## src/rtl/core/dmhq_ram.sv

```systemverilog
`timescale 1ns / 1ps
// dmhq_ram: generic single-write, single-read ram with registered read
// no dependencies

module dmhq_ram #(
   parameter int WIDTH = 8,
   parameter int DEPTH = 16
) (
   input  logic                     clock,
   input  logic                     wr_en,
   input  logic [$clog2(DEPTH)-1:0] wr_addr,
   input  logic [WIDTH-1:0]         wr_data,
   input  logic                     rd_en,
   input  logic [$clog2(DEPTH)-1:0] rd_addr,
   output logic [WIDTH-1:0]         rd_data
);

   logic [WIDTH-1:0] mem [DEPTH];
   logic [WIDTH-1:0] rd_data_ff;

   always_ff @(posedge clock) begin
      if (wr_en) begin
         mem[wr_addr] <= wr_data;
      end
      if (rd_en) begin
         rd_data_ff <= mem[rd_addr];
      end
   end

   assign rd_data = rd_data_ff;

endmodule

```

## config.mk

```make
export PLATFORM = sky130hd
export DESIGN_NAME = dmhq_ram
export DESIGN_NICKNAME = d
export VERILOG_FILES = /design/src/rtl/core/dmhq_ram.sv
export SDC_FILE = /design/constraint.sdc
export NUM_CORES = 1
export LEC_CHECK = 0
export ABC_CLOCK_PERIOD_IN_PS = 3750
export BUFFER_PORTS_ARGS = -buffer_cell sky130_fd_sc_hd__buf_2
export CAP_MARGIN = 10
export CORE_UTILIZATION = 40
export CTS_CLUSTER_DIAMETER = 150
export DETAILED_ROUTE_END_ITERATION = 10
export SYNTH_ARGS = -nofsm -noshare
export SYNTH_HDL_FRONTEND = slang
export SYNTH_SLANG_ARGS = --single-unit
```

## constraint.sdc

```tcl
create_clock -name clock -period 3.75 [get_ports clock]
set_clock_uncertainty 0.1 [all_clocks]
set_input_delay 0.75 -clock clock [delete_from_list [all_inputs] [get_ports clock]]
set_output_delay 0.75 -clock clock [all_outputs]
set_load 0.05 [all_outputs]
```

==> metrics.cfg, run 1 <==
[run_status]
status=completed

[critical_path]
crit_chain=buf_2 > buf_4 > mux4_1 > a22oi_1 > nand2_1
startpoint_type=input port
worstPathRequired_ns=3.80
critical_path_class=in2reg
crit_path_max_incr_delay_ns=0.57
cp.arrival_ns=2.40
cp_num_buf_inv=2
path_max_fanout=18
crit_family=buffers and inverters
cpMaxStageDelayCell=mux4_1
endpoint_kind=register

[logic_synthesis]
yosysWarnings=0
synth-edff-count=136
yosysTopAreaCellShare_pct=78.12
synth_compound_area_share_pct=2.298
synth.most_common_cell=edfxtp_1
synth_fa_ha_area_share_pct=0
async_flop_share_pct=0
synth.distinct_cells=18
syn_inst=229
synth_xor_area_share_pct=0
synth_commonest_cells=136 x edfxtp_1, 18 x mux4_2, 16 x a22oi_1
synth_largest_area_cell=edfxtp_1
synthMuxAreaShare_pct=14.79
synth_flop_cell=edfxtp_1
syn-num-nets=248
yosys-top-cells-area=edfxtp_1 78%, mux4_2 7.8%, mux4_1 7.0%
synth.cell_area_um2=5228
synth-simple-area-share_pct=3.135
syn_area_per_cell_um2=22.83
synth_top_family_by_area=multiplexers
yosysSeqAreaShare_pct=78.12
synth_seq_cells=136

[route]
dr.first_iter.drc_count=128
via_per_inst=5.262
vias=2394
antenna_left=0
drc=0
routed_wl_um=10170
wl_met2_um=5214
first_pass_iters=4
wl_met3_um=423
top_layer_used=met4
wirelength_met1_um=4356
wire_per_inst_um=22.36

[layout]
drive_gt1_share_pct=28.62
fill_cells=1044
fin_util_pct=49.04
areaGrowthSynthToFinish_pct=18.86
n_antenna_cell=0
nNetsFinal=289
fin_area_um2=6213

[cts]
post_cts_buffers=0
cts_tree=done
cts_buffers=17
clkTransAtPathRegs_ns=0.06
cts_hold_buf=0
root_buffer=clkbuf_16
cts_max_level=4
insertion_delay_ns=0.41
cts_resized=0
cts_sinks=136
ctsLongestPathBuffers=2

[grt]
grt_first_pass_wirelength_um=15570
grt_max_degree=33
grt_usage_pct=17.22
grt_overflow=0
antenna_found_initial=0
first_global_vias=2616

[sta]
drv_slew=0
tightest_slew_ns=0.9320
hold_viol_final=0
finalCriticalPeriod_ns=2.342
max_slew_margin_pct=37.64
finalSetupTns_ns=0
setup_viol=0
rsz0062_at_grt=false
fin_crit_sh_pct=62.46
clock.fmax_mhz=426.9
fin_ws_ns=1.408

[floorplanning]
io_pins=27
die_h_um=116.3
die-area_um2=13530
start_util_pct=41.26
core_um2=12670
die_w_um=116.3
rows=41

[placement]
port_buffers=26
hpwl_um=6528
pre_cts_slack_ns=0.9174
dpl_cell_area_um2=5532
routabilityCongestion=0.6931

[min_path]
min_path_type=in2reg

[job]
cap_violations=0

[power_and_ir_drop]
max-vdd-ir-drop_uv=280.7
total_power_uw=3800
p_per_area_nw_per_um2=611.6
leakage_uw=0.002068

[path summary, 6_finish.rpt]
kind	to	slack, ns	depth (start not counted)	start
max	rd_data[3]	1.41	5	rd_addr[0]
min	rd_data[1]	0.61	1	rd_en
max reg2reg	rd_data[1]	2.10	3	mem[5][1]
min reg2reg	rd_data[1]	0.64	3	mem[11][1]
[layer usage]
layer,GRT usage (%),vias up
met3,3.892,13
met5,0,-
met1,21.08,1244
li1,-,1064
met4,8.205,0
met2,29.07,73
[area by class of cell]
cell class / count / area (um2) / share of cell area, %
clock inverter: 14 / 252.7 / 4.068
sequential: 136 / 4084 / 65.73
multi-input combinational: 83 / 1057 / 17.02
timing repair buffer: 32 / 175.2 / 2.819
tap: 172 / 215.2 / 3.464
clock buffer: 18 / 429.2 / 6.907
[worst register-to-register path: stages (launching register included)]
cell      delay [ns]
edfxtp_1        0.37
mux4_1          0.56
a22oi_1         0.29
nand2_1         0.09
[logic make-up after synthesis]
logic type / count (synthesis)
buffers and inverters: 10
AOI/OAI and AO/OA: 16
DFF: 136
and+or+nand+nor: 35
muxes: 32
[per-stage QoR]
step,cells,hold slack (ns)
after floorplan,229,0.6048
after detailed placement,423,0.6445
after CTS,455,0.6019
after global routing,455,0.6011
after global placement,423,0.6306
final,455,0.6086
[power by group]
group	switching [uW]	internal [uW]
Combinational	113	61.2
Sequential	8.65	1710
Clock	596	1310
[cells in the final DEF (no fill, tap or decap), drive strengths merged]
| cell | synthesis | layout |
|---|---|---|
| clkbuf | 0 | 18 |
| nand3b | 2 | 2 |
| and2b | 1 | 1 |
| nand2 | 9 | 9 |
| nand3 | 1 | 1 |
| clkinv | 0 | 5 |
| a22oi | 16 | 16 |
| clkinvlp | 0 | 2 |
| nor2b | 1 | 1 |
| nand2b | 2 | 2 |
| bufinv | 0 | 7 |
| edfxtp | 136 | 136 |
| mux4 | 32 | 32 |
| nor3 | 4 | 4 |
| buf | 7 | 32 |
| nor2 | 13 | 13 |
| and2 | 1 | 1 |
| or3b | 1 | 1 |
[flip-flops by register name (all words and copies together) (netlist names)]
register / cells
mem: 128
rd_data: 8
Note: power is estimated with default switching activity, not from simulation.
==> inputs of run 2 (changes only) <==
ABC_AREA = 1   (was unset)
ABC_CLOCK_PERIOD_IN_PS = 2000   (was 3750)
clock period = 2 ns   (was 3.75 ns; I/O delays follow)
==> metrics.cfg, run 2 <==
[power_and_ir_drop]
p_per_area_nw_per_um2=982.0  ; +61%
total_power_uw=6705  ; +76%
p_switching_uw=1440  ; +100%
pwr-share-seq_pct=48.2  ; +2.9 points
clock_power_share_pct=45.2  ; -4.9 points
internal_power_uw=5264  ; +71%
max-vdd-ir-drop_uv=456.4  ; +63%
leakage_uw=0.002946  ; +42%
combPwrFrac_pct=6.6  ; +2.0 points
p_sw_share_pct=21.48  ; +2.6 points

[critical_path]
startpoint_type=register
critical_path_class=reg2out
cp.arrival_ns=1.07  ; -1.33 ns
cpMaxStageDelayCell=edfxtp_1
path_max_fanout=1  ; -17
worstPathRequired_ns=1.50  ; -2.30 ns
reg2reg_depth=6  ; +3
rr_endpoint=rd_data[6]
crit_path_max_incr_delay_ns=0.37  ; -0.20 ns
crit_family=flip-flops
crit_chain=buf_2
r2r-start=mem[9][6]
endpoint_kind=primary output
cp_num_buf_inv=1  ; -1
r2r_slack_ns=0.76  ; -1.34 ns

[layout]
n_antenna_cell=0  ; unchanged
nNetsFinal=614  ; +110%
largest_reg_flops=128  ; unchanged
regMostFlops=mem
mostFrequentLayoutCells=173 x nand2_1, 136 x edfxtp_1, 100 x inv_1
layout_commonest_cell=nand2_1
fill_cells=1299  ; +24%
areaGrowthSynthToFinish_pct=16.78
drive_gt1_share_pct=12.50  ; -16 points

[grt]
antenna_found_initial=0  ; unchanged
grt_max_degree=43  ; +30%
grt_usage_pct=20.00  ; +2.8 points
grt_overflow=0  ; unchanged
first_global_vias=3728  ; +43%
grt_first_pass_wirelength_um=21330  ; +37%

[cts]
clkTransAtPathRegs_ns=0.06  ; about the same
cts_resized=0  ; unchanged
cts_hold_buf=0  ; unchanged
ctsLongestPathBuffers=2  ; unchanged
cts_tree=done
cts_max_level=4  ; unchanged
cts_sinks=136  ; unchanged
root_buffer=clkbuf_16
post_cts_buffers=0  ; unchanged
cts_buffers=17  ; unchanged
insertion_delay_ns=0.42  ; about the same

[logic_synthesis]
syn-num-nets=570  ; +130%
yosysTopAreaCellShare_pct=69.85  ; -8.3 points
synth-edff-count=136  ; unchanged
synth.most_common_cell=nand2_1
synth_commonest_cells=173 x nand2_1, 136 x edfxtp_1, 100 x inv_1
synth_flop_cell=edfxtp_1
synth.cell_area_um2=5847  ; +12%
synth_largest_area_cell=edfxtp_1
syn_area_per_cell_um2=10.61  ; -54%
yosysSeqAreaShare_pct=69.85  ; -8.3 points
synth.distinct_cells=11  ; -7
yosysWarnings=0  ; unchanged
synth_seq_cells=136  ; unchanged
yosys-top-cells-area=edfxtp_1 70%, nand2_1 11%, nand3_1 8.3%
async_flop_share_pct=0  ; unchanged
syn_inst=551  ; +140%

[sta]
fin_crit_sh_pct=78.71
clock.fmax_mhz=635.3
hold_viol_final=0  ; unchanged
hold-worst-slack_ns=0.2691  ; -0.3395 ns
tightest_slew_ns=0.6410  ; -0.2910 ns
setup_viol=0  ; unchanged
rsz0062_at_grt=false
drv_slew=0  ; unchanged
max_slew_margin_pct=57.21  ; +20 points
finalSetupTns_ns=0  ; unchanged
finalCriticalPeriod_ns=1.574

[min_path]
min_path_type=in2reg
holdPathEnd=rd_data[3]
min-delay-start=rd_en
holdPathStages=1  ; unchanged

[placement]
hpwl_um=8335  ; +28%
port_buffers=26  ; unchanged
routabilityCongestion=0.7635  ; +10%

[route]
wire_per_inst_um=16.92  ; -24%
drc=0  ; unchanged
dr.first_iter.drc_count=416  ; +230%
routed_wl_um=13330  ; +31%
vias=3755  ; +57%
first_pass_iters=5  ; +1
antenna_left=0  ; unchanged
via_per_inst=4.765  ; -9.4%

[floorplanning]
die_h_um=122.9  ; +5.7%
core_um2=14100  ; +11%
rows=43  ; +4.9%
die_w_um=122.9  ; +5.7%
start_util_pct=41.48  ; +0.22 points
die-area_um2=15100  ; +12%
io_pins=27  ; unchanged

[run_status]
status=completed

[job]
cap_violations=0  ; unchanged

run 2: layout make-up:
cell class / count / area [um2] / area share (%)
clock buffer: 20 / 436.7 / 6.395
clock inverter: 12 / 132.6 / 1.942
inverter: 102 / 382.9 / 5.607
multi-input combinational: 289 / 1214 / 17.78
sequential: 136 / 4084 / 59.81
tap: 180 / 225.2 / 3.299
timing repair buffer: 49 / 352.8 / 5.168
run 2: stage by stage:
step	util, %	std cells	area, um2	worst slack, ns
final	48.44	788	6828	0.4259
after global routing	48.44	788	6828	0.3999
after detailed placement	44.40	756	6259	0.2258
after global placement	44.40	756	6259	0.2636
after floorplan	-	551	5847	0.5492
after CTS	48.44	788	6828	0.3973
run 2: how the worst max path moves through the flow:
stage / slack [ns] / cells past startpoint / to / startpoint
after global routing: 0.40 / 1 / rd_data[7] / rd_data[7]
after CTS: 0.40 / 1 / rd_data[7] / rd_data[7]
after floorplan: 0.55 / 2 / mem[10][0] / wr_addr[2]
after global placement: 0.26 / 6 / rd_data[4] / rd_addr[1]
after detailed placement: 0.23 / 6 / rd_data[6] / rd_addr[1]
final: 0.43 / 1 / rd_data[7] / rd_data[7]
run 2: per-layer routing:
metal / track usage, % / share of wire (%)
met5: 0 / 0
met4: 7.317 / 1.7
met3: 4.290 / 6.2
met2: 30.58 / 45
met1: 28.10 / 47
run 2: cell families (layout without fill, tap and decap cells):
logic type,count (synthesis),in the layout,synth area share [%]
buffers and inverters,126,183,9.394
DFF,136,136,69.85
and+or+nand+nor,289,289,20.76
run 2: power groups by stage:
stage               logic (uW)  clock network [uW]  registers (uW)
floorplan                  225                   0            3330
global placement           438                   0            3290
detailed placement         444                   0            3290
CTS                        446                3070            3230
global route               488                3200            3240
finish                     443                3030            3230
==> inputs of run 3 (changes only) <==
ABC_CLOCK_PERIOD_IN_PS = 1370   (was 2000)
clock period = 1.37 ns   (was 2 ns; I/O delays follow)
==> metrics.cfg, run 3 (same netlist as run 2, synthesis figures left out) <==
[sta]
rsz0062_at_grt=true
clock.fmax_mhz=717.9
tightest_slew_ns=0.4085  ; -0.2324 ns
fin_ws_ns=-0.02286  ; -0.4488 ns
fin_crit_sh_pct=101.7
hold-worst-slack_ns=0.1285  ; -0.1406 ns
hold_viol_final=0  ; unchanged
setup_viol=1  ; +1
max_slew_margin_pct=72.77  ; +16 points
finalCriticalPeriod_ns=1.393
drv_slew=0  ; unchanged

[critical_path]
cpMaxStageDelayCell=edfxtp_1
reg2reg_depth=6  ; unchanged
endpoint_kind=primary output
crit_family=flip-flops
critical_path_class=reg2out
rr_endpoint=rd_data[5]
startpoint_type=register
cp_num_cells=1  ; unchanged
r2r_slack_ns=0.12  ; -0.64 ns
crit_path_max_incr_delay_ns=0.42  ; +0.05 ns
crit_chain=buf_6
cp_num_buf_inv=1  ; unchanged
cp.arrival_ns=1.02  ; -0.05 ns
worstPathRequired_ns=1.00  ; -0.50 ns
crit_start=rd_data[4]
path_max_fanout=1  ; unchanged
r2r-start=mem[1][5]
worstSetupEndpoint=rd_data[4]

[min_path]
holdPathStages=1  ; unchanged
min_path_type=in2reg

[route]
wire_per_inst_um=16.37  ; -3.2%
dr.first_iter.drc_count=351  ; -16%
routed_wl_um=13030  ; -2.3%
vias=3892  ; +3.6%
drc=0  ; unchanged
via_per_inst=4.889  ; +2.6%
antenna_left=0  ; unchanged
first_pass_iters=5  ; unchanged

[cts]
ctsLongestPathBuffers=2  ; unchanged
cts_tree=done
root_buffer=clkbuf_16
cts_sinks=136  ; unchanged
clkTransAtPathRegs_ns=0.06  ; about the same
insertion_delay_ns=0.42  ; about the same
cts_buffers=17  ; unchanged
cts_max_level=4  ; unchanged

[power_and_ir_drop]
clock_power_share_pct=46.9  ; +1.7 points
combPwrFrac_pct=6.9  ; +0.3 points
leakage_uw=0.003030  ; +2.9%
p_sw_share_pct=21.94  ; +0.46 points
internal_power_uw=7962  ; +51%
p_switching_uw=2238  ; +55%
max-vdd-ir-drop_uv=758.6  ; +66%
total_power_uw=10200  ; +52%
p_per_area_nw_per_um2=1454  ; +48%
pwr-share-seq_pct=46.2  ; -2.0 points

[layout]
n_antenna_cell=0  ; unchanged
layout_commonest_cell=nand2_1
fin_cells=796  ; +1.0%
mostFrequentLayoutCells=173 x nand2_1, 136 x edfxtp_1, 100 x inv_1
fin_util_pct=49.77  ; +1.3 points
areaGrowthSynthToFinish_pct=19.99
regMostFlops=mem
nNetsFinal=622  ; +1.3%
fin_area_um2=7015  ; +2.7%
drive_gt1_share_pct=14.45  ; +1.9 points
largest_reg_flops=128  ; unchanged

[floorplanning]
io_pins=27  ; unchanged
die_h_um=122.9  ; unchanged
core_um2=14100  ; unchanged
rows=43  ; unchanged
die-area_um2=15100  ; unchanged
start_util_pct=41.48  ; unchanged
die_w_um=122.9  ; unchanged

[grt]
first_global_vias=3725  ; -0.080%
grt_usage_pct=19.16  ; -0.84 points
antenna_found_initial=0  ; unchanged
grt_max_degree=30  ; -30%
grt_first_pass_wirelength_um=20400  ; -4.4%
grt_overflow=0  ; unchanged

[run_status]
failed_checks=negative setup slack
status=finished, violations left

[placement]
placed_cells=764  ; +1.1%
routabilityCongestion=0.7890  ; +3.3%
hpwl_um=8298  ; -0.45%
port_buffers=26  ; unchanged
dpl_cell_area_um2=6344  ; +1.4%

[job]
cap_violations=0  ; unchanged

==> run 3: changes by cell type in the layout (fill, tap and decap cells not counted), sizes merged <==
cell and change:
bufinv +1, inv +3, clkbuf -3, clkinv -2, buf +8, clkinvlp +1
==> run 3: worst min-delay path by stage <==
stage,start,to
finish,rd_en,rd_data[0]
global route,rd_en,rd_data[0]
global placement,rd_en,rd_data[7]
detailed placement,rd_en,rd_data[0]
floorplan,wr_data[0],mem[0][0]
CTS,rd_en,rd_data[0]
==> run 3: power groups by stage <==
| stage | logic [uW] | clock network, uW | registers [uW] |
|---|---|---|---|
| after floorplan | 329 | 0 | 4870 |
| after global routing | 768 | 5010 | 4720 |
| after detailed placement | 677 | 0 | 4800 |
| final | 699 | 4780 | 4720 |
| after CTS | 698 | 4820 | 4720 |
| after global placement | 668 | 0 | 4800 |
==> run 3: worst register-to-register path: cells and delay by family, from the launching register on <==
family | cells | cell delay, ns
AND/OR/NAND/NOR | 5 | 0.47
flip-flops | 1 | 0.37
buffers and inverters | 1 | 0.06
==> run 3: metal layers <==
| metal | track usage, % | share of wire, % | routed length (um) | up-vias |
|---|---|---|---|---|
| met1 | 26.41 | 46 | 5935 | 1844 |
| met3 | 3.967 | 6.3 | 815 | 22 |
| met5 | 0 | 0 | 0 | - |
| met2 | 29.35 | 45 | 5924 | 136 |
| met4 | 8.384 | 2.7 | 354 | 0 |
| li1 | - | - | - | 1890 |
==> run 3: timing repair <==
item | 4_1_cts | 5_1_grt
hold endpoints to repair | 0 | 0
setup endpoints to repair | 8 | 7
gates resized for setup | 12 | 3
hold buffers | 0 | 0
setup buffers | 0 | 0
==> run 3: final cells by class <==
| class | instances | area [um2] |
|---|---|---|
| multi-input combinational | 289 | 1214 |
| sequential | 136 | 4084 |
| fill | 1258 | 7081 |
| timing repair buffer | 57 | 484.2 |
| clock inverter | 15 | 200.2 |
| inverter | 102 | 382.9 |
| clock buffer | 17 | 425.4 |
| tap | 180 | 225.2 |
==> run 3: metrics by stage <==
step | setup TNS, ns | worst slack (ns)
after floorplan | 0 | 0.04516
after global placement | -1.777 | -0.2190
after detailed placement | -2.149 | -0.2144
after CTS | -0.04968 | -0.03870
after global routing | -0.09271 | -0.05382
final | -0.02286 | -0.02286
